$ cat config.mk
export PLATFORM = sky130hd
export DESIGN_NAME = utf8_to_utf16_converter
export DESIGN_NICKNAME = d
export VERILOG_FILES = /design/src/rtl/u8u16_pkg.sv /design/src/rtl/utf8_to_utf16_converter.sv
export VERILOG_INCLUDE_DIRS = /design/src /design/src/rtl
export SDC_FILE = /design/constraint.sdc
export NUM_CORES = 1
export LEC_CHECK = 0
export BUFFER_PORTS_ARGS = -buffer_cell sky130_fd_sc_hd__buf_4
export CORE_MARGIN = 5
export CORE_UTILIZATION = 55
export DETAILED_ROUTE_END_ITERATION = 6
export PLACE_DENSITY = 0.74
export SYNTH_ARGS = -nofsm -noshare
export SYNTH_HDL_FRONTEND = slang
export SYNTH_SLANG_ARGS = --single-unit
$ cat constraint.sdc
create_clock -name clk -period 18.02 [get_ports clk]
set_input_delay 5.406 -clock clk [delete_from_list [all_inputs] [get_ports clk]]
set_output_delay 5.406 -clock clk [all_outputs]
set_load 0.05 [all_outputs]
$ cat src/rtl/utf8_to_utf16_converter_macros.svh
// Assertion macros for the UTF-8 to UTF-16 converter
`ifndef UTF8_TO_UTF16_CONVERTER_MACROS_SVH
`define UTF8_TO_UTF16_CONVERTER_MACROS_SVH

// Property that must hold at every clock edge outside reset
`define U2U_ASSERT(lbl, prop, msg) \
	lbl: assert property (@(posedge clk) disable iff (!arst_n) (prop)) else $error(msg);

// Condition in one cycle implies a condition in the following cycle
`define U2U_ASSERT_NEXT(lbl, cond, res, msg) \
	lbl: assert property (@(posedge clk) disable iff (!arst_n) (cond) |=> (res)) else $error(msg);

`endif

$ cat src/rtl/u8u16_pkg.sv
// Types and constants shared by the UTF-8 to UTF-16 converter
package u8u16_pkg;

	localparam int unsigned IN_DATA_W  = 8;
	localparam int unsigned OUT_DATA_W = 88;

	// lead and follow byte class boundaries
	localparam logic [7:0] BYTE_ASCII_END = 8'h80;
	localparam logic [7:0] BYTE_LEAD2     = 8'hc0;
	localparam logic [7:0] BYTE_LEAD3     = 8'he0;
	localparam logic [7:0] BYTE_LEAD4     = 8'hf0;
	localparam logic [7:0] BYTE_BAD_LEAD  = 8'hf8;

	// code point limits
	localparam logic [20:0] CP_MIN2      = 21'h000080;
	localparam logic [20:0] CP_MIN3      = 21'h000800;
	localparam logic [20:0] CP_SURR_LO   = 21'h00d800;
	localparam logic [20:0] CP_SURR_END  = 21'h00e000;
	localparam logic [20:0] CP_SUPP_BASE = 21'h010000;
	localparam logic [20:0] CP_MAX       = 21'h10ffff;

	localparam logic [15:0] HIGH_SURR = 16'hd800;
	localparam logic [15:0] LOW_SURR  = 16'hdc00;
	localparam logic [9:0]  SURR_MASK = 10'h3ff;

	localparam logic [2:0] SEQ_LEN2 = 3'd2;
	localparam logic [2:0] SEQ_LEN3 = 3'd3;
	localparam logic [2:0] SEQ_LEN4 = 3'd4;

	localparam logic REP_UNIT  = 1'b0;
	localparam logic REP_COUNT = 1'b1;

	// all results caused by one input byte
	typedef struct packed {
		logic [1:0]  n_units;
		logic        rep;
		logic [15:0] u0;
		logic [15:0] u1;
		logic [31:0] bytes;
		logic [31:0] units;
		logic        stop;
	} bundle_t;

endpackage

$ cat src/rtl/utf8_to_utf16_converter.sv
// UTF-8 to UTF-16 converter: byte decoder, counters and result queue
//
// Takes one UTF-8 byte per transaction and accepts a byte in every cycle while
// its two-entry result queue has room. Each byte is decoded in the cycle it is
// accepted and its results (up to two code units and, on the buffer's last byte,
// a count report) are written as one queue entry. Results leave at one per
// cycle while m_tready is high, so a byte that gives a surrogate pair or closes
// the buffer with a code unit sends its results in turn; with m_tready high, the
// sustained input rate is one byte per cycle while each byte yields at most one result.
// The counters are COUNT_WIDTH bits wide and report their low 32 bits.
`include "utf8_to_utf16_converter_macros.svh"

module utf8_to_utf16_converter #(
	parameter int unsigned COUNT_WIDTH = 32
) (
	input  logic                              clk,
	input  logic                              arst_n,
	input  logic                              s_tvalid,
	output logic                              s_tready,
	// [7:0] data_byte
	input  logic [u8u16_pkg::IN_DATA_W-1:0]  s_tdata,
	input  logic                              s_tlast,
	output logic                              m_tvalid,
	input  logic                              m_tready,
	// [15:0] code_unit, [47:16] bytes_translated, [79:48] units_written,
	// [80] stopped_early, [87:81] zero
	output logic [u8u16_pkg::OUT_DATA_W-1:0] m_tdata,
	// [0] report_kind
	output logic [0:0]                        m_tuser,
	output logic                              m_tlast
);

	logic [20:0]            cp_q;
	logic [1:0]             follow_q;
	logic [2:0]             seqlen_q;
	logic                   halted_q;
	logic [COUNT_WIDTH-1:0] byte_cnt_q;
	logic [COUNT_WIDTH-1:0] unit_cnt_q;

	logic [20:0]            cp_n;
	logic [1:0]             follow_n;
	logic [2:0]             seqlen_n;
	logic                   halt_n;
	logic [COUNT_WIDTH-1:0] bc_n;
	logic [COUNT_WIDTH-1:0] uc_n;
	logic [20:0]            cp_ext;
	logic [20:0]            cp_off;
	logic                   seq_ok;
	logic [7:0]             b;
	u8u16_pkg::bundle_t     bnd;

	u8u16_pkg::bundle_t     bq_q [2];
	logic                   head_q;
	logic                   tail_q;
	logic [1:0]             bq_count_q;
	logic [1:0]             idx_q;

	u8u16_pkg::bundle_t     hd;
	logic [1:0]             hd_total;
	logic                   out_last;
	logic                   acc;
	logic                   push;
	logic                   pop;
	logic [15:0]            out_unit;

	assign b      = s_tdata;
	assign acc    = s_tvalid && s_tready;
	assign cp_ext = {cp_q[14:0], b[5:0]};
	assign cp_off = cp_ext - u8u16_pkg::CP_SUPP_BASE;

	always_comb begin
		cp_n       = cp_q;
		follow_n   = follow_q;
		seqlen_n   = seqlen_q;
		halt_n     = halted_q;
		bc_n       = byte_cnt_q;
		seq_ok     = 1'b0;
		bnd        = '0;
		if (!halted_q) begin
			if (follow_q == 2'd0) begin
				if (b < u8u16_pkg::BYTE_ASCII_END) begin
					bnd.n_units = 2'd1;
					bnd.u0      = {8'h00, b};
					bc_n        = byte_cnt_q + COUNT_WIDTH'(1);
				end else if (b >= u8u16_pkg::BYTE_LEAD2 && b < u8u16_pkg::BYTE_LEAD3) begin
					cp_n     = {16'h0000, b[4:0]};
					seqlen_n = u8u16_pkg::SEQ_LEN2;
					follow_n = 2'd1;
				end else if (b >= u8u16_pkg::BYTE_LEAD3 && b < u8u16_pkg::BYTE_LEAD4) begin
					cp_n     = {17'h00000, b[3:0]};
					seqlen_n = u8u16_pkg::SEQ_LEN3;
					follow_n = 2'd2;
				end else if (b >= u8u16_pkg::BYTE_LEAD4 && b < u8u16_pkg::BYTE_BAD_LEAD) begin
					cp_n     = {18'h00000, b[2:0]};
					seqlen_n = u8u16_pkg::SEQ_LEN4;
					follow_n = 2'd3;
				end else begin
					halt_n = 1'b1;
				end
			end else if (b < u8u16_pkg::BYTE_ASCII_END || b >= u8u16_pkg::BYTE_LEAD2) begin
				halt_n = 1'b1;
			end else begin
				cp_n     = cp_ext;
				follow_n = follow_q - 2'd1;
				if (follow_q == 2'd1) begin
					if (seqlen_q == u8u16_pkg::SEQ_LEN2)
						seq_ok = cp_ext >= u8u16_pkg::CP_MIN2;
					else if (seqlen_q == u8u16_pkg::SEQ_LEN3)
						seq_ok = cp_ext >= u8u16_pkg::CP_MIN3 &&
							!(cp_ext >= u8u16_pkg::CP_SURR_LO &&
							  cp_ext < u8u16_pkg::CP_SURR_END);
					else
						seq_ok = cp_ext >= u8u16_pkg::CP_SUPP_BASE &&
							cp_ext <= u8u16_pkg::CP_MAX;
					if (!seq_ok) begin
						halt_n = 1'b1;
					end else if (seqlen_q == u8u16_pkg::SEQ_LEN4) begin
						bnd.n_units = 2'd2;
						bnd.u0      = u8u16_pkg::HIGH_SURR | {6'd0, cp_off[19:10]};
						bnd.u1      = u8u16_pkg::LOW_SURR |
							{6'd0, cp_off[9:0] & u8u16_pkg::SURR_MASK};
					end else begin
						bnd.n_units = 2'd1;
						bnd.u0      = cp_ext[15:0];
					end
					if (seq_ok)
						bc_n = byte_cnt_q + COUNT_WIDTH'(seqlen_q);
				end
			end
		end
		uc_n      = unit_cnt_q + COUNT_WIDTH'(bnd.n_units);
		bnd.rep   = s_tlast;
		bnd.bytes = s_tlast ? 32'(bc_n) : 32'd0;
		bnd.units = s_tlast ? 32'(uc_n) : 32'd0;
		bnd.stop  = s_tlast && (halt_n || follow_n != 2'd0);
		if (s_tlast) begin
			cp_n     = '0;
			follow_n = '0;
			seqlen_n = '0;
			halt_n   = 1'b0;
			bc_n     = '0;
			uc_n     = '0;
		end
	end

	always_ff @(posedge clk or negedge arst_n) begin
		if (!arst_n) begin
			cp_q       <= '0;
			follow_q   <= '0;
			seqlen_q   <= '0;
			halted_q   <= 1'b0;
			byte_cnt_q <= '0;
			unit_cnt_q <= '0;
		end else if (acc) begin
			cp_q       <= cp_n;
			follow_q   <= follow_n;
			seqlen_q   <= seqlen_n;
			halted_q   <= halt_n;
			byte_cnt_q <= bc_n;
			unit_cnt_q <= uc_n;
		end
	end

	// result queue: one entry per byte that yields anything
	assign hd       = bq_q[head_q];
	assign hd_total = hd.n_units + {1'b0, hd.rep};
	assign out_last = idx_q == (hd_total - 2'd1);
	assign m_tvalid = bq_count_q != 2'd0;
	assign s_tready = bq_count_q != 2'd2;
	assign push     = acc && (bnd.n_units != 2'd0 || s_tlast);
	assign pop      = m_tvalid && m_tready && out_last;

	always_ff @(posedge clk) begin
		if (push)
			bq_q[tail_q] <= bnd;
	end

	always_ff @(posedge clk or negedge arst_n) begin
		if (!arst_n) begin
			head_q     <= 1'b0;
			tail_q     <= 1'b0;
			bq_count_q <= '0;
			idx_q      <= '0;
		end else begin
			if (push)
				tail_q <= !tail_q;
			if (pop)
				head_q <= !head_q;
			bq_count_q <= bq_count_q + {1'b0, push} - {1'b0, pop};
			if (pop)
				idx_q <= '0;
			else if (m_tvalid && m_tready)
				idx_q <= idx_q + 2'd1;
		end
	end

	always_comb begin
		out_unit = 16'h0000;
		m_tuser  = u8u16_pkg::REP_COUNT;
		if (idx_q < hd.n_units) begin
			m_tuser  = u8u16_pkg::REP_UNIT;
			out_unit = idx_q[0] ? hd.u1 : hd.u0;
		end
	end

	assign m_tdata = (m_tuser[0] == u8u16_pkg::REP_COUNT) ?
		{7'd0, hd.stop, hd.units, hd.bytes, 16'h0000} :
		{7'd0, 1'b0, 32'd0, 32'd0, out_unit};
	assign m_tlast = out_last;

	`U2U_ASSERT(a_queue_bound, bq_count_q != 2'd3, "result queue count out of range")
	`U2U_ASSERT(a_report_last, !(m_tvalid && m_tuser[0]) || m_tlast,
		"count report is not the final result of its byte")
	`U2U_ASSERT(a_high_surr_pair,
		!(m_tvalid && !m_tuser[0] && m_tdata[15:10] == 6'b110110) || !m_tlast,
		"high surrogate without following low surrogate")
	`U2U_ASSERT_NEXT(a_clear_after_end, s_tvalid && s_tready && s_tlast,
		!halted_q && follow_q == 2'd0 && byte_cnt_q == '0 && unit_cnt_q == '0,
		"state not cleared after buffer end")

endmodule

==> results.json, run 1 <==
{
  "synth.most_common_cell": "edfxtp_1",
  "dieHeight_um": 172,
  "layout.cell_area.non_filler_mm2": 0.0164,
  "fillers": 2046,
  "max-vdd-ir-drop_mv": 0.137,
  "path_clk_slew_ps": 60,
  "finish.utilization_pct": 63.0,
  "crit_path_start_kind": "input port",
  "max-clock-path-buffers": 3,
  "via_density_per_instance": 6.00,
  "antenna_found_initial": 0,
  "numPlacedInstances": 1700,
  "timing.max_slew.rel_slack_pct": 28.6,
  "synth_top_cells_by_count": "188 x edfxtp_1, 175 x nor2_1, 106 x nand2_1",
  "dpl-instance-area_mm2": 0.0154,
  "crit_path_max_fanout": 9,
  "post_synth_fa_ha_maj_area_fraction_pct": 1.40,
  "layout_min_cycle_time_ps": 9200,
  "sequential_fraction_of_the_synthesis_area_pct": 54.7,
  "gr_layer_usage_met1_pct": 29.4,
  "grt_util_all_layers_pct": 21.7,
  "cell_taking_the_most_area_after_synthesis": "edfxtp_1",
  "io_buffer_count": 97,
  "worstSetupEndpointType": "register",
  "hold_slack_ps": 496,
  "leakage_nw": 6.34,
  "cts.root.buffer_cell": "clkbuf_16",
  "remaining_drc_errors": 0,
  "ant_nets": 0,
  "synth_simple_gate_area_share_pct": 18.2,
  "dominant_combinational_cell_family_by_area_after_synthesis": "simple AND/OR/NAND/NOR gates",
  "detailedPlace.worstSlack_ps": 8320,
  "gp_congestion": 0.896,
  "drt_iter0_drc": 853,
  "asyncSetResetFlopFracSynth_pct": 32.6,
  "tritoncts": "yes",
  "tritoncts.num_buffers": 29,
  "gr-usage-met2_pct": 37.8,
  "drive_above_1_share_pct": 14.0,
  "drt-pass1-iter-count": 5,
  "timing.final.ws_setup_ps": 8820,
  "boundary_pins": 105,
  "synth_area_per_cell_um2": 10.7,
  "die_width_um": 172,
  "std_cell_rows": 59,
  "finalNonFillerCells": 1753,
  "vias": 10500,
  "post-layout-total-power_mw": 2.95,
  "start_util_pct": 55.8,
  "cts_hold_buf": 0,
  "powerDensity_mw_per_mm2": 180,
  "grt_first_pass_wirelength_mm": 52.1,
  "placeable_core_region_mm2": 0.0260,
  "ctsResizeCount": 0,
  "yosysWarnings": 0,
  "rsz_0062_raised_after_global_routing": "no",
  "clock_tree.htree_level_count": 1,
  "finalSetupViolations": 0,
  "tightest_slew_ps": 1040,
  "wirelength_mm": 32.4,
  "netlist.area_leader.share_pct": 38.9,
  "num_antenna_cells": 0,
  "final_net_count": 1424,
  "place_hpwl_mm": 21.0,
  "synth-xor-area-share_pct": 2.42,
  "wl_per_cell_um": 18.5,
  "worst_skew_pair.late_latency_ps": 530,
  "status": "finished clean",
  "fin_crit_sh_pct": 51.1,
  "synth_top_cells_by_area": "edfxtp_1 39%, dfrtp_1 16%, mux2i_1 6.8%",
  "worst_ep_required_time_ps": 18280,
  "die_footprint_mm2": 0.0297,
  "grt_pass1_vias": 10100,
  "gate_count_of_the_mapped_netlist": 1353,
  "muxShareOfSynthArea_pct": 8.40,
  "finalHoldViolations": 0,
  "worstPathArrival_ps": 9460,
  "synth.cell_area_mm2": 0.0145,
  "slew_violations": 0,
  "globalRouteMet3Util_pct": 2.45,
  "type_of_the_worst_setup_path": "input port to register",
  "synth_compound_area_share_pct": 11.0,
  "hold_path.class": "register to register",
  "drv.max_cap_violation_count": 0,
  "synth.distinct_cells": 76,
  "setup_tns_ps": 0,
  "grt_start_max_net_pins": 65,
  "globalRoute.busiestLayer": "met2",
  "cts.sinks": 279,
  "achievable-frequency_mhz": 109,
  "grt-ovfl-total": 0,
  "synth-edff-count": 188,
  "area_growth_pct": 12.9,
  "final.setup_skew_ps": 8.65,
  "post_cts_buffers": 0,
  "yosys_most_used_dff": "edfxtp_1",
  "ys_seq_elements": 279
}
-- worst max-delay path: stages --
cell and delay (ps):
buf_4 110, nand4_1 130, nor4_2 370, mux2_2 320, nand4_1 110, a21boi_1 760
ha_1 340, fa_1 240, and4_1 270, nand3_1 300, nor4_1 650, nand3_1 220
xor2_1 160, nor2_1 60
-- kinds of logic (layout without fill, tap and decap cells) --
kind of cell | count (synthesis) | count (layout)
buffers and inverters | 136 | 195
adders and majority gates | 15 | 15
and+or+nand+nor | 538 | 538
xor gates and xnor gates | 40 | 40
DFF | 279 | 279
muxes | 109 | 109
other | 1 | 7
AOI/OAI and AO/OA | 235 | 235
-- routing by layer --
| metal | up-vias | share of wire [%] |
|---|---|---|
| met1 | 5127 | 42 |
| li1 | 5056 | - |
| met5 | - | 0 |
| met3 | 40 | 5.7 |
| met4 | 0 | 1.7 |
| met2 | 302 | 51 |
-- registers in the layout (all words and copies together), names as in the netlist, 2 cells and up --
signal      flops
cp_q           15
bq_count_q      2
unit_cnt_q     32
follow_q        2
seqlen_q        3
bq_q          188
byte_cnt_q     32
idx_q           2
-- power by group --
group	leakage [nW]	internal (mW)	total [mW]	switching, mW
Combinational	2.83	0.414	1.38	0.970
Clock	0.503	0.387	0.628	0.241
Sequential	3.00	0.833	0.936	0.103
Total	6.34	1.63	2.95	1.31
-- layout by cell type, fill, tap and decap left out, types with 10 or more instances in the layout --
master       n
clkbuf_16   29
o211ai_1    11
inv_1       31
and4_1      12
or3_1       21
nor4_1      11
nor2b_1     27
edfxtp_1   188
ha_1        13
mux2i_1     98
a31o_2      11
nand3_1     49
or4_1       12
nand2_1    105
mux4_2      10
dfrtp_1     90
a21oi_1     46
o21ai_0     67
and3_1      17
xnor2_1     27
o31ai_1     12
nand4_1     23
buf_4      110
xor2_1      13
nor3_1      38
and2_1      20
nor2_1     174
-- final timing paths --
| path | cells past startpoint | slack [ps] | startpoint | to |
|---|---|---|---|---|
| setup / recovery | 14 | 8820 | s_tdata[1] | bq_q[1][29] |
| min in group asynchronous | 1 | 4800 | arst_n | byte_cnt_q[16] |
| setup reg to reg | 15 | 13030 | cp_q[10] | bq_q[1][29] |
| max in group asynchronous | 2 | 11900 | arst_n | head_q |
| hold reg to reg | 1 | 500 | bq_count_q[1] | bq_count_q[1] |
| hold / removal | 1 | 500 | bq_count_q[1] | bq_count_q[1] |
-- cell type report --
type | count | area, um2 | area share [%]
tap | 335 | 419 | 2.56
multi-input combinational | 944 | 6060 | 37.0
timing repair buffer | 110 | 826 | 5.04
inverter | 32 | 120 | 0.734
sequential | 279 | 7930 | 48.4
clock inverter | 15 | 209 | 1.28
clock buffer | 38 | 810 | 4.94
No activity file was read; power rests on OpenSTA's default activity.
==> run 2: changes to the inputs <==
--- a/config.mk
+++ b/config.mk
@@ -6,6 +6,7 @@
 export SDC_FILE = /design/constraint.sdc
 export NUM_CORES = 1
 export LEC_CHECK = 0
+export ABC_AREA = 1
 export BUFFER_PORTS_ARGS = -buffer_cell sky130_fd_sc_hd__buf_4
 export CORE_MARGIN = 5
 export CORE_UTILIZATION = 55
==> constraint.sdc (replaced) <==
create_clock -name clk -period 8.9 [get_ports clk]
set_input_delay 2.67 -clock clk [delete_from_list [all_inputs] [get_ports clk]]
set_output_delay 2.67 -clock clk [all_outputs]
set_load 0.05 [all_outputs]
==> run 2 against run 1 <==
Compared with the run above: die area fell by 2.5%; clock-buffer cell count decreased by 3; total power increased by 110%; critical path depth shrank 6; sequential share of layout area increased by 0.96 points; worst setup slack worse by 6300 ps; critical path type is now register to output pin; clock power is 93% higher; routed wire length rose by 12%; sequential cell count stayed put; clock skew increased by 2.7 ps; synthesized area is 2.6% lower; final cell count is 14% higher; largest cell class unchanged.
==> results.json, run 2 <==
{
  "post_cts_buffers": 0,
  "timing.max_slew.rel_slack_pct": 19.2,
  "sequential_fraction_of_the_synthesis_area_pct": 56.1,
  "hold-path-endpoint": "tail_q",
  "setup_tns_ps": 0,
  "worstSetupEndpointType": "output pin",
  "r2r_setup_slack_ps": 4130,
  "wirelength_mm": 36.1,
  "type_of_the_worst_setup_path": "register to output pin",
  "tritoncts.num_buffers": 28,
  "start_util_pct": 55.9,
  "cell_taking_the_most_area_after_synthesis": "edfxtp_1",
  "final_net_count": 1666,
  "path_clk_slew_ps": 70,
  "layout.cell_area.non_filler_mm2": 0.0161,
  "rsz_0062_raised_after_global_routing": "no",
  "asyncSetResetFlopFracSynth_pct": 32.6,
  "final.setup_skew_ps": 11.3,
  "remaining_drc_errors": 0,
  "fillers": 2130,
  "place_hpwl_mm": 24.6,
  "gp_congestion": 0.975,
  "synth.distinct_cells": 55,
  "io_buffer_count": 97,
  "synth_top_cells_by_count": "400 x nand2_1, 188 x edfxtp_1, 161 x nor2_1",
  "achievable-frequency_mhz": 158,
  "crit_path_max_fanout": 65,
  "worstPathArrival_ps": 3680,
  "ff2ff_path_depth": 18,
  "synth_top_cells_by_area": "edfxtp_1 40%, dfrtp_1 16%, nand2_1 11%",
  "crit_path_start_kind": "register",
  "finalSetupViolations": 0,
  "vias": 11400,
  "layout.cells.most_common": "nand2_1",
  "largest_register_ffs": 188,
  "path_cells": "mux2i_1 -> ha_1 -> o21ai_0 -> nand2_1 -> inv_2 -> buf_4 -> a21oi_1 -> buf_4",
  "via_density_per_instance": 5.73,
  "die_width_um": 170,
  "drt_iter0_drc": 1186,
  "status": "finished clean",
  "gate_count_of_the_mapped_netlist": 1564,
  "cts.sinks": 279,
  "leakage_nw": 6.52,
  "worst_path_dominant_cell_family": "buffers and inverters",
  "hold_depth": 2,
  "max_stage_delay_ps": 670,
  "post-layout-total-power_mw": 6.16,
  "wl_per_cell_um": 18.2,
  "std_cell_rows": 58,
  "max_flop_register": "bq_q",
  "boundary_pins": 105,
  "largestRegisters": "bq_q (188), byte_cnt_q (32), unit_cnt_q (32)",
  "hold_start": "tail_q",
  "yosysWarnings": 0,
  "grt-ovfl-total": 0,
  "cts_hold_buf": 0,
  "layout_min_cycle_time_ps": 6350,
  "grt_util_all_layers_pct": 24.9,
  "max-vdd-ir-drop_mv": 0.314,
  "netlist.area_leader.share_pct": 40.0,
  "synth-edff-count": 188,
  "yosys_most_used_dff": "edfxtp_1",
  "hold_path.class": "register to register",
  "timing.final.ws_setup_ps": 2550,
  "grt_first_pass_wirelength_mm": 58.0,
  "detailedPlace.worstSlack_ps": 2500,
  "worstPathBufferInverterCount": 3,
  "fin_crit_sh_pct": 71.3,
  "tritoncts": "yes",
  "r2r-start": "follow_q[0]",
  "slew_violations": 0,
  "area_growth_pct": 13.7,
  "num_antenna_cells": 0,
  "ant_nets": 0,
  "grt_pass1_vias": 10800,
  "antenna_found_initial": 0,
  "synth_area_per_cell_um2": 9.03,
  "ctsResizeCount": 0,
  "drive_above_1_share_pct": 12.2,
  "worst_ep_required_time_ps": 6230,
  "tightest_slew_ps": 1200,
  "drt-pass1-iter-count": 6,
  "grt_start_max_net_pins": 69,
  "ys_seq_elements": 279,
  "critical-path-top-cell-by-count": "buf_4",
  "r2r-end": "bq_q[0][29]",
  "powerDensity_mw_per_mm2": 384,
  "drv.max_cap_violation_count": 0,
  "placeable_core_region_mm2": 0.0253,
  "dieHeight_um": 170,
  "worst_skew_pair.late_latency_ps": 560,
  "cts.root.buffer_cell": "clkbuf_16",
  "finalHoldViolations": 0,
  "crit_path_top_delay_cell": "dfrtp_4",
  "synth.most_common_cell": "nand2_1",
  "layout_common_cells": "400 x nand2_1, 188 x edfxtp_1, 160 x nor2_1, 140 x inv_1, 110 x a21oi_1",
  "synth.cell_area_mm2": 0.0141,
  "max-clock-path-buffers": 3,
  "clock_tree.htree_level_count": 1,
  "dpl-instance-area_mm2": 0.0151,
  "die_footprint_mm2": 0.0290
}
run 2: changes by cell type after synthesis, moves of 17 or more:
cell	previous run	this run
inv_1	32	143
nand2_1	106	400
o22ai_1	5	28
nand3_1	49	90
xor2_1	13	33
clkbuf_1	70	48
xnor2_1	27	8
and3_1	17	0
mux2i_1	98	13
and2_1	21	2
nor2b_1	28	1
or3_1	21	0
a21oi_1	46	110
run 2: worst register-to-register path: stages, from the launching register on:
cell     delay (ps)
dfrtp_1         410
inv_1           110
ha_1            420
nor2_1          870
inv_1           390
nor2_1          180
inv_1           140
nor2_4          230
fa_1            270
nand2_1          80
nor2_1           90
nand2_1         120
nor3_2          240
nand3_1         170
nor2_1          230
nand4_1         180
nor2_1          150
xnor2_1         150
nor2_1           70
run 2: kinds of logic (layout without fill, tap and decap cells):
family,count (synthesis),after routing,synth area share (%)
AND/OR/NAND/NOR,748,748,22.8
AO/OA/AOI/OAI,246,246,9.84
flip-flops,279,279,56.1
multiplexers,13,13,0.922
XOR/XNOR,42,42,2.66
other,1,7,0.0266
buffers and inverters,220,310,6.20
adder cells (fa/ha/maj),15,15,1.44
run 2: area by class of cell:
class	count	area, um2	share of cell area (%)
inverters	148	557	3.47
repair buffers	110	838	5.22
clock buffers	35	747	4.65
multi-input cells	1071	5360	33.4
clock inverters	17	210	1.31
well taps	330	413	2.57
flip-flops and latches	279	7930	49.4
run 2: metrics by stage:
stage	utilization, %	instances	hold slack [ps]
CTS	63.6	1990	500
global placement	59.8	1938	454
detailed placement	59.8	1938	485
global route	63.6	1990	535
finish	63.6	1990	500
floorplan	-	1570	442
run 2: how the worst max path moves through the flow:
stage,end,slack [ps],cells past startpoint,startpoint
floorplan,bq_q[1][0],640,15,s_tdata[0]
global placement,bq_q[0][29],2510,26,s_tdata[1]
detailed placement,bq_q[0][29],2500,26,s_tdata[0]
CTS,m_tdata[17],2540,8,head_q
global route,m_tdata[20],2330,8,head_q
finish,m_tdata[20],2550,8,head_q
run 2: layer usage:
metal	vias up	wire, um	track usage, %
li1	5404	-	-
met4	0	844	5.73
met1	5419	15200	35.3
met5	-	0	0
met2	506	17300	41.2
met3	77	2840	3.46
run 2: where the power goes:
group	internal [mW]	total (mW)	switching, mW	leakage (nW)
registers	1.70	1.86	0.164	3.02
clock network	0.692	1.21	0.518	0.457
logic	0.780	3.09	2.31	3.04
